<file path="config.mk">
export PLATFORM = sky130hd
export DESIGN_NAME = wrts_front
export DESIGN_NICKNAME = d
export VERILOG_FILES = /design/src/sv/assert_macros.svh /design/src/sv/wrts_pkg.sv /design/src/sv/wrts_front.sv
export SDC_FILE = /design/constraint.sdc
export NUM_CORES = 1
export LEC_CHECK = 0
export BUFFER_PORTS_ARGS = -buffer_cell sky130_fd_sc_hd__buf_2
export CAP_MARGIN = 20
export CELL_PAD_IN_SITES_DETAIL_PLACEMENT = 1
export CELL_PAD_IN_SITES_GLOBAL_PLACEMENT = 1
export CORE_ASPECT_RATIO = 1.1
export CORE_UTILIZATION = 12
export DETAILED_ROUTE_END_ITERATION = 16
export PLACE_DENSITY_LB_ADDON = 0.3
export SLEW_MARGIN = 20
export SYNTH_ARGS = -nofsm -noshare
export SYNTH_HDL_FRONTEND = slang
export SYNTH_SLANG_ARGS = --single-unit
</file>
<file path="constraint.sdc">
create_clock -name vclk -period 1.1
set_input_delay 0.11 -clock vclk [all_inputs]
set_output_delay 0.11 -clock vclk [all_outputs]
set_load 0.1 [all_outputs]
</file>
<file path="src/sv/assert_macros.svh">
`ifndef ASSERT_MACROS_SVH
`define ASSERT_MACROS_SVH
// check a property in the same cycle as its trigger
`define ASSERT_IMPLY(label, clk, rst, trig, prop) \
   label: assert property (@(posedge clk) disable iff (rst) (trig) |-> (prop)) \
      else $error("assertion failed");
// check a property in the cycle after its trigger
`define ASSERT_NEXT(label, clk, rst, trig, prop) \
   label: assert property (@(posedge clk) disable iff (rst) (trig) |=> (prop)) \
      else $error("assertion failed");
`endif

</file>
<file path="src/sv/wrts_pkg.sv">
`default_nettype none
package wrts_pkg;
   localparam int SAMPLE_BITS = 16;
   localparam int MAX_POINTS  = 4096;
   localparam int INDEX_W     = 12;
   localparam int COUNT_W     = 11;
   localparam int POINTS_W    = 13;
   localparam int Y_W         = 32;
   localparam int CSR_ADDR_W  = 3;
   localparam int CSR_DATA_W  = 24;
   localparam int DIV_NUM_W   = 37;
   localparam int DIV_DEN_W   = 24;
   localparam int SAT_W       = 48;
   localparam int QUEUE_DEPTH = 2;
   localparam int WEIGHT_ONE  = 256;
   localparam logic [7:0] FRAC_MASK = 8'hFF;

   localparam logic signed [SAT_W-1:0] SAT_HI = 48'sh0000_7FFF_FFFF;
   localparam logic signed [SAT_W-1:0] SAT_LO = 48'shFFFF_8000_0000;
   localparam logic signed [Y_W-1:0]   Y_MAX  = 32'sh7FFF_FFFF;
   localparam logic signed [Y_W-1:0]   Y_MIN  = 32'sh8000_0000;

   typedef enum logic [1:0] {
      CMD_LOAD   = 2'd0,
      CMD_FINISH = 2'd1,
      CMD_FETCH  = 2'd2,
      CMD_NONE   = 2'd3
   } cmd_type;

   typedef enum logic [CSR_ADDR_W-1:0] {
      CSR_WIDTH  = 3'd0,
      CSR_HEIGHT = 3'd1,
      CSR_TOP    = 3'd2,
      CSR_BOTTOM = 3'd3,
      CSR_FIRST  = 3'd4,
      CSR_LAST   = 3'd5
   } csr_index_type;

   typedef enum logic {
      KIND_FINISH = 1'b0,
      KIND_FETCH  = 1'b1
   } kind_type;

   typedef enum logic [4:0] {
      ST_IDLE,
      ST_CNT_START,
      ST_CNT_WAIT,
      ST_DEF,
      ST_MAP_START,
      ST_MAP_WAIT,
      ST_DEF_DONE,
      ST_BORDER,
      ST_P_WAIT,
      ST_RD_A,
      ST_SET_A,
      ST_A_DONE,
      ST_RD_B,
      ST_SET_B,
      ST_B_DONE,
      ST_MIX,
      ST_NEXT,
      ST_RESULT
   } state_type;

   typedef struct packed {
      cmd_type                        cmd;
      logic [INDEX_W-1:0]             index;
      logic signed [SAMPLE_BITS-1:0]  top_sample;
      logic signed [SAMPLE_BITS-1:0]  bottom_sample;
      logic [COUNT_W-1:0]             sample_count;
      logic signed [SAMPLE_BITS-1:0]  default_value;
      logic                           has_top;
      logic                           has_bottom;
   } req_item_type;

   typedef struct packed {
      kind_type                kind;
      logic [POINTS_W-1:0]     point_count;
      logic signed [Y_W-1:0]   default_y;
      logic signed [Y_W-1:0]   top_y;
      logic signed [Y_W-1:0]   bottom_y;
      logic                    top_valid;
      logic                    bottom_valid;
   } rsp_item_type;

   typedef struct packed {
      logic empty;
      logic full;
   } queue_status_type;

   function automatic logic signed [Y_W-1:0] sat32(input logic signed [SAT_W-1:0] v);
      logic signed [Y_W-1:0] r;
      if (v > SAT_HI) begin
         r = Y_MAX;
      end else if (v < SAT_LO) begin
         r = Y_MIN;
      end else begin
         r = v[Y_W-1:0];
      end
      return r;
   endfunction
endpackage
`default_nettype wire

</file>
<file path="src/sv/wrts_front.sv">
`default_nettype none
module wrts_front
   import wrts_pkg::*;
#(
   parameter int MAX_SAMPLES = 1024
)
(
   input  logic                          req_push,
   input  logic [1:0]                    req_cmd,
   input  logic [INDEX_W-1:0]            req_index,
   input  logic signed [SAMPLE_BITS-1:0] req_top_sample,
   input  logic signed [SAMPLE_BITS-1:0] req_bottom_sample,
   input  logic [COUNT_W-1:0]            req_sample_count,
   input  logic signed [SAMPLE_BITS-1:0] req_default_value,
   input  logic                          req_has_top,
   input  logic                          req_has_bottom,
   input  queue_status_type              q_status,
   output logic                          req_full,
   output logic                          q_push,
   output req_item_type                  q_item
);
   cmd_type cmd;
   logic    keep;

   assign cmd = cmd_type'(req_cmd);

   // drop unused codes and loads beyond the store
   always_comb begin
      case (cmd)
         CMD_LOAD:   keep = (32'(req_index) < MAX_SAMPLES);
         CMD_FINISH: keep = 1'b1;
         CMD_FETCH:  keep = 1'b1;
         default:    keep = 1'b0;
      endcase
   end

   always_comb begin
      q_item.cmd           = cmd;
      q_item.index         = req_index;
      q_item.top_sample    = req_top_sample;
      q_item.bottom_sample = req_bottom_sample;
      q_item.sample_count  = (32'(req_sample_count) > MAX_SAMPLES) ?
                             COUNT_W'(MAX_SAMPLES) : req_sample_count;
      q_item.default_value = req_default_value;
      q_item.has_top       = req_has_top;
      q_item.has_bottom    = req_has_bottom;
   end

   assign req_full = q_status.full;
   assign q_push   = req_push && !q_status.full && keep;
endmodule
`default_nettype wire

</file>
==> results.md <==
- WL final: approximately 1400 um
- HP Start: req_default_value[14]
- VDD IR-drop max: approximately 0.18 mV
- Worst EP arrival: roughly 0.95 ns
- CP max FO: 3
- Clkbuf count: 0
- Non-filler instance count after layout: roughly 110
- First-pass GRT wire length: 1840 um
- Final setup vio count: 0
- Highest Signal Layer: met4
- Nets@finish: 133
- Num ports: 155
- DP Cell Count: around 110
- DR DRC count: 0
- Synthesis-to-layout area growth: -5.26%
- End of the worst hold path: q_item[16]
- # Max-Cap Violations: 0
- Share of the clock period used by the worst path: between 90% and 100%
- Worst-Margin Slew: ~0.5 ns
- Crit. End Element: output pin
- Outcome: finished, final reports clean
- ANT nets after route: 0
- Chip height: ~77 um
- CP required: about 1 ns
- Starting Density: roughly 12%
- CTS Hold Buffers Added: 0
- Vias per cell: ~3.0
- Avg Cell Area, Syn: about 7.4 um^2
- Die Width: approximately 70 um
- Drt initial violations: 6
- Critical path class: in2out
- Syn_nets: approximately 160
- Post-Syn Area: between 600 and 700 um^2
- PwrDens: between 700 and 800 nW/um^2
- Port Buffer Count: 34
- Final Slew Violations: 0
- Router iterations before antenna repair: 5
- DP HPWL: around 1200 um
- RSZ-0062 raised after global routing: no
- Post-synth top area cell: buf_4
- # rows: 27
- Total grt overflow: 0
- Synth Warn #: 0
- Largest net degree at the start of global routing: 12
- Commonest non-fill, non-tap cell in the layout: buf_2
- Distinct cell type count after synthesis: 9
- WL met2: 641 um
- LEAKAGE: about 0.00026 uW
- Startpoint types: primary input
- DR WL met3: 310 um
- WHS Path Cells: 0
- Post-Syn Instances: 84
- Register area share after synthesis: 0%
- Hold WC Path Type: in2out
- Tot GR Track Use: around 4.3%
- Most frequent cells in the layout: 20 x buf_2, 12 x buf_12, 10 x nor2b_2, 2 x ha_1
- Top cell type's share of synthesized area: between 70% and 80%
- Core ar.: roughly 5000 um^2
- FF+latch count: 0
- Worst rel slew slack: 67.7%
- Routed len/inst: 12.4 um
- Sequential Area: 0 um^2
- Proportion of layout cells with a drive suffix above 1: between 90 and 100%
- Post-CTS Setup Bufs: 0
- ANT cells: 0
- Power, Total: around 430 uW
- Final Hold Vio Count: 0
- Synth area leaders: buf_4 79%, nor2b_1 10%, ha_1 4.0%
- Initial antenna violation count: 0
- Achievable frequency: 940 MHz
- GP Congestion: approximately 0.59
- Hold Slack: approximately 0.22 ns
- Via count: between 300 and 400
- Wire length on met1: between 150 and 200 um
- Vias in the first global route: approximately 340
- Final min period: between 1 and 1.5 ns
- Die area: between 5000 and 6000 um^2
==> worst max-delay path: stages <==
cell,delay (ns)
buf_8,0.08
inv_2,0.02
ha_1,0.17
nor3b_2,0.15
o211a_2,0.26
buf_12,0.17
==> report_power, final <==
group | switching [uW] | leakage, uW | internal [uW]
sequential | 0 | 0 | 0
clock | 0 | 0 | 0
combinational | 294 | 0.000263 | 140
==> how the worst max path moves through the flow <==
stage                              start          to  slack (ns)
CTS                           req_cmd[0]      q_push       0.004
global placement              req_cmd[0]      q_push       0.004
finish                        req_cmd[0]      q_push        0.04
global route                  req_cmd[0]      q_push       0.005
floorplan           req_sample_count[10]  q_item[18]       -0.13
detailed placement            req_cmd[0]      q_push       -0.02
==> per-stage QoR <==
stage | area [um^2] | worst slack, ns | util (%) | setup TNS (ns)
global placement | 569 | 0.00377 | 11.5 | 0
detailed placement | 569 | -0.0204 | 11.5 | -0.0204
floorplan | 643 | -0.129 | - | -1.29
CTS | 582 | 0.00356 | 11.7 | 0
finish | 586 | 0.0356 | 11.8 | 0
global route | 586 | 0.00531 | 11.8 | 0
==> cell families (layout without fill, tap and decap cells) <==
logic type,Yosys count,after routing,synth area share [%]
adders and majority gates,2,2,4.05
buffers and inverters,69,36,81.6
and+or+nand+nor,12,12,12.8
AOI/OAI and AO/OA,1,1,1.62
==> synthesized netlist by cell type (all sizes together) <==
library cell,count
buf,66
nor2,1
inv,2
nor2b,10
o211a,1
ha,2
nor3b,1
clkbuf,1
==> what timing repair did <==
item | 4_1_cts | 5_1_grt
pin swaps | 1 | 1
endpoints found under the setup margin | 1 | 1
resized for setup | 3 | 1
==> metal layers <==
layer / track usage, % / vias up
li1: - / 121
met1: 1.88 / 125
met2: 7.71 / 52
met5: 0 / -
met3: 2.23 / 34
met4: 7.20 / 0
==> area by class of cell <==
cell class | count | area, um^2
fillers | 584 | 4380
repair buffers | 34 | 367
multi-input cells | 15 | 139
well taps | 58 | 72.6
inverters | 2 | 7.51
Note: power is estimated with default switching activity, not from simulation.
