$ cat config.mk
export PLATFORM = sky130hd
export DESIGN_NAME = wrts_queue
export DESIGN_NICKNAME = d
export VERILOG_FILES = /design/src/sv/assert_macros.svh /design/src/sv/wrts_pkg.sv /design/src/sv/wrts_queue.sv
export SDC_FILE = /design/constraint.sdc
export NUM_CORES = 1
export LEC_CHECK = 0
export BUFFER_PORTS_ARGS = -buffer_cell sky130_fd_sc_hd__buf_2
export CORE_MARGIN = 5
export CORE_UTILIZATION = 45
export CTS_BUF_LIST = sky130_fd_sc_hd__clkbuf_4 sky130_fd_sc_hd__clkbuf_8
export CTS_CLUSTER_SIZE = 24
export DETAILED_ROUTE_END_ITERATION = 8
export PLACE_DENSITY = 0.81
export REMOVE_ABC_BUFFERS = 1
export SLEW_MARGIN = 30
export SYNTH_ARGS = -nofsm -noshare
export SYNTH_HDL_FRONTEND = slang
export SYNTH_SLANG_ARGS = --single-unit
$ cat constraint.sdc
create_clock -name clock -period 5.7 [get_ports clock]
set_clock_uncertainty 0.05 [all_clocks]
set_input_delay 0.57 -clock clock [delete_from_list [all_inputs] [get_ports clock]]
set_output_delay 0.57 -clock clock [all_outputs]
set_load 0.005 [all_outputs]
$ cat src/sv/assert_macros.svh
`ifndef ASSERT_MACROS_SVH
`define ASSERT_MACROS_SVH
// check a property in the same cycle as its trigger
`define ASSERT_IMPLY(label, clk, rst, trig, prop) \
   label: assert property (@(posedge clk) disable iff (rst) (trig) |-> (prop)) \
      else $error("assertion failed");
// check a property in the cycle after its trigger
`define ASSERT_NEXT(label, clk, rst, trig, prop) \
   label: assert property (@(posedge clk) disable iff (rst) (trig) |=> (prop)) \
      else $error("assertion failed");
`endif

$ cat src/sv/wrts_pkg.sv
`default_nettype none
package wrts_pkg;
   localparam int SAMPLE_BITS = 16;
   localparam int MAX_POINTS  = 4096;
   localparam int INDEX_W     = 12;
   localparam int COUNT_W     = 11;
   localparam int POINTS_W    = 13;
   localparam int Y_W         = 32;
   localparam int CSR_ADDR_W  = 3;
   localparam int CSR_DATA_W  = 24;
   localparam int DIV_NUM_W   = 37;
   localparam int DIV_DEN_W   = 24;
   localparam int SAT_W       = 48;
   localparam int QUEUE_DEPTH = 2;
   localparam int WEIGHT_ONE  = 256;
   localparam logic [7:0] FRAC_MASK = 8'hFF;

   localparam logic signed [SAT_W-1:0] SAT_HI = 48'sh0000_7FFF_FFFF;
   localparam logic signed [SAT_W-1:0] SAT_LO = 48'shFFFF_8000_0000;
   localparam logic signed [Y_W-1:0]   Y_MAX  = 32'sh7FFF_FFFF;
   localparam logic signed [Y_W-1:0]   Y_MIN  = 32'sh8000_0000;

   typedef enum logic [1:0] {
      CMD_LOAD   = 2'd0,
      CMD_FINISH = 2'd1,
      CMD_FETCH  = 2'd2,
      CMD_NONE   = 2'd3
   } cmd_type;

   typedef enum logic [CSR_ADDR_W-1:0] {
      CSR_WIDTH  = 3'd0,
      CSR_HEIGHT = 3'd1,
      CSR_TOP    = 3'd2,
      CSR_BOTTOM = 3'd3,
      CSR_FIRST  = 3'd4,
      CSR_LAST   = 3'd5
   } csr_index_type;

   typedef enum logic {
      KIND_FINISH = 1'b0,
      KIND_FETCH  = 1'b1
   } kind_type;

   typedef enum logic [4:0] {
      ST_IDLE,
      ST_CNT_START,
      ST_CNT_WAIT,
      ST_DEF,
      ST_MAP_START,
      ST_MAP_WAIT,
      ST_DEF_DONE,
      ST_BORDER,
      ST_P_WAIT,
      ST_RD_A,
      ST_SET_A,
      ST_A_DONE,
      ST_RD_B,
      ST_SET_B,
      ST_B_DONE,
      ST_MIX,
      ST_NEXT,
      ST_RESULT
   } state_type;

   typedef struct packed {
      cmd_type                        cmd;
      logic [INDEX_W-1:0]             index;
      logic signed [SAMPLE_BITS-1:0]  top_sample;
      logic signed [SAMPLE_BITS-1:0]  bottom_sample;
      logic [COUNT_W-1:0]             sample_count;
      logic signed [SAMPLE_BITS-1:0]  default_value;
      logic                           has_top;
      logic                           has_bottom;
   } req_item_type;

   typedef struct packed {
      kind_type                kind;
      logic [POINTS_W-1:0]     point_count;
      logic signed [Y_W-1:0]   default_y;
      logic signed [Y_W-1:0]   top_y;
      logic signed [Y_W-1:0]   bottom_y;
      logic                    top_valid;
      logic                    bottom_valid;
   } rsp_item_type;

   typedef struct packed {
      logic empty;
      logic full;
   } queue_status_type;

   function automatic logic signed [Y_W-1:0] sat32(input logic signed [SAT_W-1:0] v);
      logic signed [Y_W-1:0] r;
      if (v > SAT_HI) begin
         r = Y_MAX;
      end else if (v < SAT_LO) begin
         r = Y_MIN;
      end else begin
         r = v[Y_W-1:0];
      end
      return r;
   endfunction
endpackage
`default_nettype wire

$ cat src/sv/wrts_queue.sv
`default_nettype none
module wrts_queue
   import wrts_pkg::*;
(
   input  logic             clock,
   input  logic             reset,
   input  logic             push,
   input  req_item_type     push_item,
   input  logic             pop,
   output req_item_type     pop_item,
   output queue_status_type status
);
   localparam int PTR_W = $clog2(QUEUE_DEPTH);
   localparam int CNT_W = $clog2(QUEUE_DEPTH + 1);

   req_item_type      slot_ff [QUEUE_DEPTH];
   logic [PTR_W-1:0]  wr_ptr_ff, wr_ptr_in;
   logic [PTR_W-1:0]  rd_ptr_ff, rd_ptr_in;
   logic [CNT_W-1:0]  count_ff, count_in;

   always_comb begin
      wr_ptr_in = wr_ptr_ff;
      rd_ptr_in = rd_ptr_ff;
      count_in  = count_ff;
      if (push) begin
         wr_ptr_in = (32'(wr_ptr_ff) == QUEUE_DEPTH - 1) ? '0 : wr_ptr_ff + PTR_W'(1);
      end
      if (pop) begin
         rd_ptr_in = (32'(rd_ptr_ff) == QUEUE_DEPTH - 1) ? '0 : rd_ptr_ff + PTR_W'(1);
      end
      if (push && !pop) begin
         count_in = count_ff + CNT_W'(1);
      end else if (pop && !push) begin
         count_in = count_ff - CNT_W'(1);
      end
   end

   always_ff @(posedge clock) begin
      if (reset) begin
         wr_ptr_ff <= '0;
         rd_ptr_ff <= '0;
         count_ff  <= '0;
      end else begin
         wr_ptr_ff <= wr_ptr_in;
         rd_ptr_ff <= rd_ptr_in;
         count_ff  <= count_in;
      end
      if (push) begin
         slot_ff[wr_ptr_ff] <= push_item;
      end
   end

   assign pop_item     = slot_ff[rd_ptr_ff];
   assign status.empty = (count_ff == '0);
   assign status.full  = (count_ff == CNT_W'(QUEUE_DEPTH));
endmodule
`default_nettype wire

==> flow_summary.json <==
{
  "vdd.ir_drop.worst_v": 0.0001920,
  "clkPwrFrac_pct": 33.5,
  "synth.cell_area_um2": 5630,
  "slew_viol_final": 0,
  "syn-instance-count": 255,
  "switching_share_pct": 21.38,
  "finalHoldViolCount": 0,
  "die_h_um": 121.9,
  "fillCellCount": 945,
  "initial_core_util_pct": 46.30,
  "placeableCoreArea_um2": 12160,
  "power.combinational.fraction_pct": 10.1,
  "yosys-mux-area-fraction_pct": 15.00,
  "seqPwrFrac_pct": 56.4,
  "drt-wirelength-per-cell_um": 16.50,
  "fp.dieArea_um2": 14850,
  "insertion_delay_ns": 0.43,
  "tritoncts": "done",
  "drt-pass1-iter-count": 4,
  "initial_antenna_violation_count": 0,
  "final_core_utilization_pct": 57.78,
  "chipWidth_um": 121.9,
  "port_buffers": 155,
  "hold_path.class": "primary input to register",
  "grt_remaining_overflow": 0,
  "crit_path_end_kind": "output pin",
  "yosys.area_share.simple_pct": 0.8222,
  "count_of_different_cell_masters_after_synthesis": 17,
  "globalRouteTotalUtil_pct": 13.85,
  "ctsResizeCount": 0,
  "syn_avg_cell_area_um2": 22.08,
  "headroom_to_the_max_slew_limit_pct": 51.82,
  "synth_top_family_by_area": "multiplexers",
  "yosys_warnings": 0,
  "timing.hold.worst.start": "push_item[39]",
  "ys_seq_elements": 155,
  "place_area_um2": 6611,
  "clk_pin_slew_worst_paths_ns": 0.08,
  "grt_start_max_net_pins": 76,
  "drtAntennaViolNets": 0,
  "totalNegativeSetupSlack_ns": 0,
  "clk_path_buf_depth": 2,
  "drc": 0,
  "setup_violations": 0,
  "power_per_cell_area_nw_per_um2": 341.6,
  "fin_crit_sh_pct": 44.80,
  "maxClockFrequency_ghz": 0.3916,
  "route.detailed.vias_per_inst": 4.744,
  "seq_area_frac_synth_pct": 81.78,
  "wl_mm": 9.998,
  "antenna-diode-count": 0,
  "dp_cells": 573,
  "post_cts_buffers": 0,
  "worst_slew_pin_slew_ns": 0.7212,
  "final_cell_count_no_fill": 606,
  "boundaryPins": 156,
  "cp-start-kind": "register",
  "netSwitchingPower_uw": 513.3,
  "leakage_uw": 0.002621,
  "final_net_count": 505,
  "postLayoutCellArea_um2": 7027,
  "r2r_start": "wr_ptr_ff$_SDFFE_PP0P_",
  "via_count_of_the_first_global_routing_pass": 3162,
  "cts_root_buf": "sky130_fd_sc_hd__clkbuf_8",
  "crit_required_ns": 5.08,
  "rows": 40,
  "finalCriticalPeriod_ns": 2.554,
  "cts_inserted_buffers": 17,
  "hpwlAfterDp_mm": 6.741,
  "power_report.internal_total_uw": 1887,
  "synth-adder-area-share_pct": 0.2222,
  "detailroute.via_count": 2875,
  "area_growth_syn_to_layout_pct": 24.80,
  "synth_compound_gate_area_share_pct": 0.1778,
  "dr_iter_0_viols": 141,
  "worst_path_max_fanout": 41,
  "max_cap_viol_count": 0,
  "post_cts_hold_buffer_count": 0,
  "type_of_the_worst_setup_path": "register to output pin",
  "gp_congestion": 0.6778,
  "xor_xnor_fraction_of_synth_area_pct": 0.6222,
  "outcome": "finished clean",
  "drive_above_1_share_pct": 60.96,
  "rsz0062_at_grt": "no",
  "htreeDepth": 4,
  "tritoncts_num_sinks": 155,
  "global_route_wire_length_before_repair_mm": 15.57,
  "cp_data_arrival_time_ns": 1.93
}
[cells in the mapped netlist]
| library cell | count | area (µm²) |
|---|---|---|
| sky130_fd_sc_hd__a21oi_1 | 1 | 5.000 |
| sky130_fd_sc_hd__and2_1 | 1 | 6.260 |
| sky130_fd_sc_hd__and2b_2 | 1 | 8.760 |
| sky130_fd_sc_hd__buf_2 | 2 | 10.01 |
| sky130_fd_sc_hd__buf_4 | 1 | 7.510 |
| sky130_fd_sc_hd__buf_6 | 5 | 56.30 |
| sky130_fd_sc_hd__dfxtp_1 | 5 | 100.1 |
| sky130_fd_sc_hd__edfxtp_1 | 150 | 4504 |
| sky130_fd_sc_hd__ha_1 | 1 | 12.51 |
| sky130_fd_sc_hd__inv_1 | 1 | 3.750 |
| sky130_fd_sc_hd__mux2_2 | 75 | 844.6 |
| sky130_fd_sc_hd__nor2_1 | 5 | 18.77 |
| sky130_fd_sc_hd__nor2b_1 | 1 | 6.260 |
| sky130_fd_sc_hd__o21ai_0 | 1 | 5.000 |
| sky130_fd_sc_hd__or3_1 | 1 | 6.260 |
| sky130_fd_sc_hd__xnor2_1 | 2 | 17.52 |
| sky130_fd_sc_hd__xor2_1 | 2 | 17.52 |
[flip-flops by register name, indices dropped and copies added, names as in the netlist, named ones only]
signal     count
rd_ptr_ff      1
slot_ff      150
count_ff       2
wr_ptr_ff      1
[layout make-up]
cell class / count / area [µm²] / share of cell area (%)
Sequential cell: 155 / 4608 / 65.58
Multi-Input combinational cell: 91 / 958.4 / 13.64
Timing Repair Buffer: 159 / 850.8 / 12.11
Clock buffer: 18 / 241.5 / 3.437
Tap cell: 168 / 210.2 / 2.991
Clock inverter: 14 / 153.9 / 2.190
Inverter: 1 / 3.754 / 0.05342
[placed cells by master (no fill, tap or decap), types with 2 or more instances in the layout]
cell type,count
sky130_fd_sc_hd__buf_12,2
sky130_fd_sc_hd__buf_2,155
sky130_fd_sc_hd__bufinv_16,3
sky130_fd_sc_hd__clkbuf_8,17
sky130_fd_sc_hd__clkinv_1,3
sky130_fd_sc_hd__clkinv_2,3
sky130_fd_sc_hd__clkinvlp_4,5
sky130_fd_sc_hd__dfxtp_1,4
sky130_fd_sc_hd__edfxtp_1,150
sky130_fd_sc_hd__mux2_2,75
sky130_fd_sc_hd__nor2_1,5
sky130_fd_sc_hd__xnor2_1,2
sky130_fd_sc_hd__xor2_1,2
[worst max-delay path, cell delays in order (launching register included)]
cell and delay (ns):
sky130_fd_sc_hd__dfxtp_4 0.66, sky130_fd_sc_hd__buf_12 0.30, sky130_fd_sc_hd__mux2_2 0.38, sky130_fd_sc_hd__buf_2 0.14
[layer usage]
metal  GRT usage, %  wire length, µm  vias to the layer above
met5              0                0                        -
met3          6.128              786                       19
li1               -                -                     1345
met4          5.252              187                        0
met1          15.47             3998                     1403
met2          23.41             5026                      108
[final timing paths]
path / end / slack [ns] / cells after the start
worst max-delay path: pop_item[64] / 3.15 / 3
worst min-delay path: slot_ff[1][39]$_DFFE_PP_ / 0.27 / 1
worst max register to register: slot_ff[0][18]$_DFFE_PP_ / 3.60 / 3
worst min register to register: register / 0.48 / 2
[through the flow]
stage,hold WS [ns],setup WS [ns],total power [µW]
after floorplan,0.4114,1.278,1500
after global placement,0.4293,3.034,1609
after detailed placement,0.4644,3.190,1624
after CTS,0.2343,2.964,2431
after global routing,0.2304,3.026,2504
final,0.2741,3.146,2400
[power by group through the flow]
stage | Combinational [µW] | Clock (µW) | Sequential, µW
finish | 243 | 805 | 1350
global placement | 222 | 0 | 1390
CTS | 235 | 830 | 1370
floorplan | 116 | 0 | 1380
global route | 266 | 878 | 1360
detailed placement | 233 | 0 | 1390
[kinds of logic after synthesis]
logic type,Yosys count
and+or+nand+nor,9
xor gates and xnor gates,4
muxes,75
adders and majority gates,1
buffers and inverters,9
DFF,155
AOI/OAI and AO/OA,2
No activity file was read; power rests on OpenSTA's default activity.
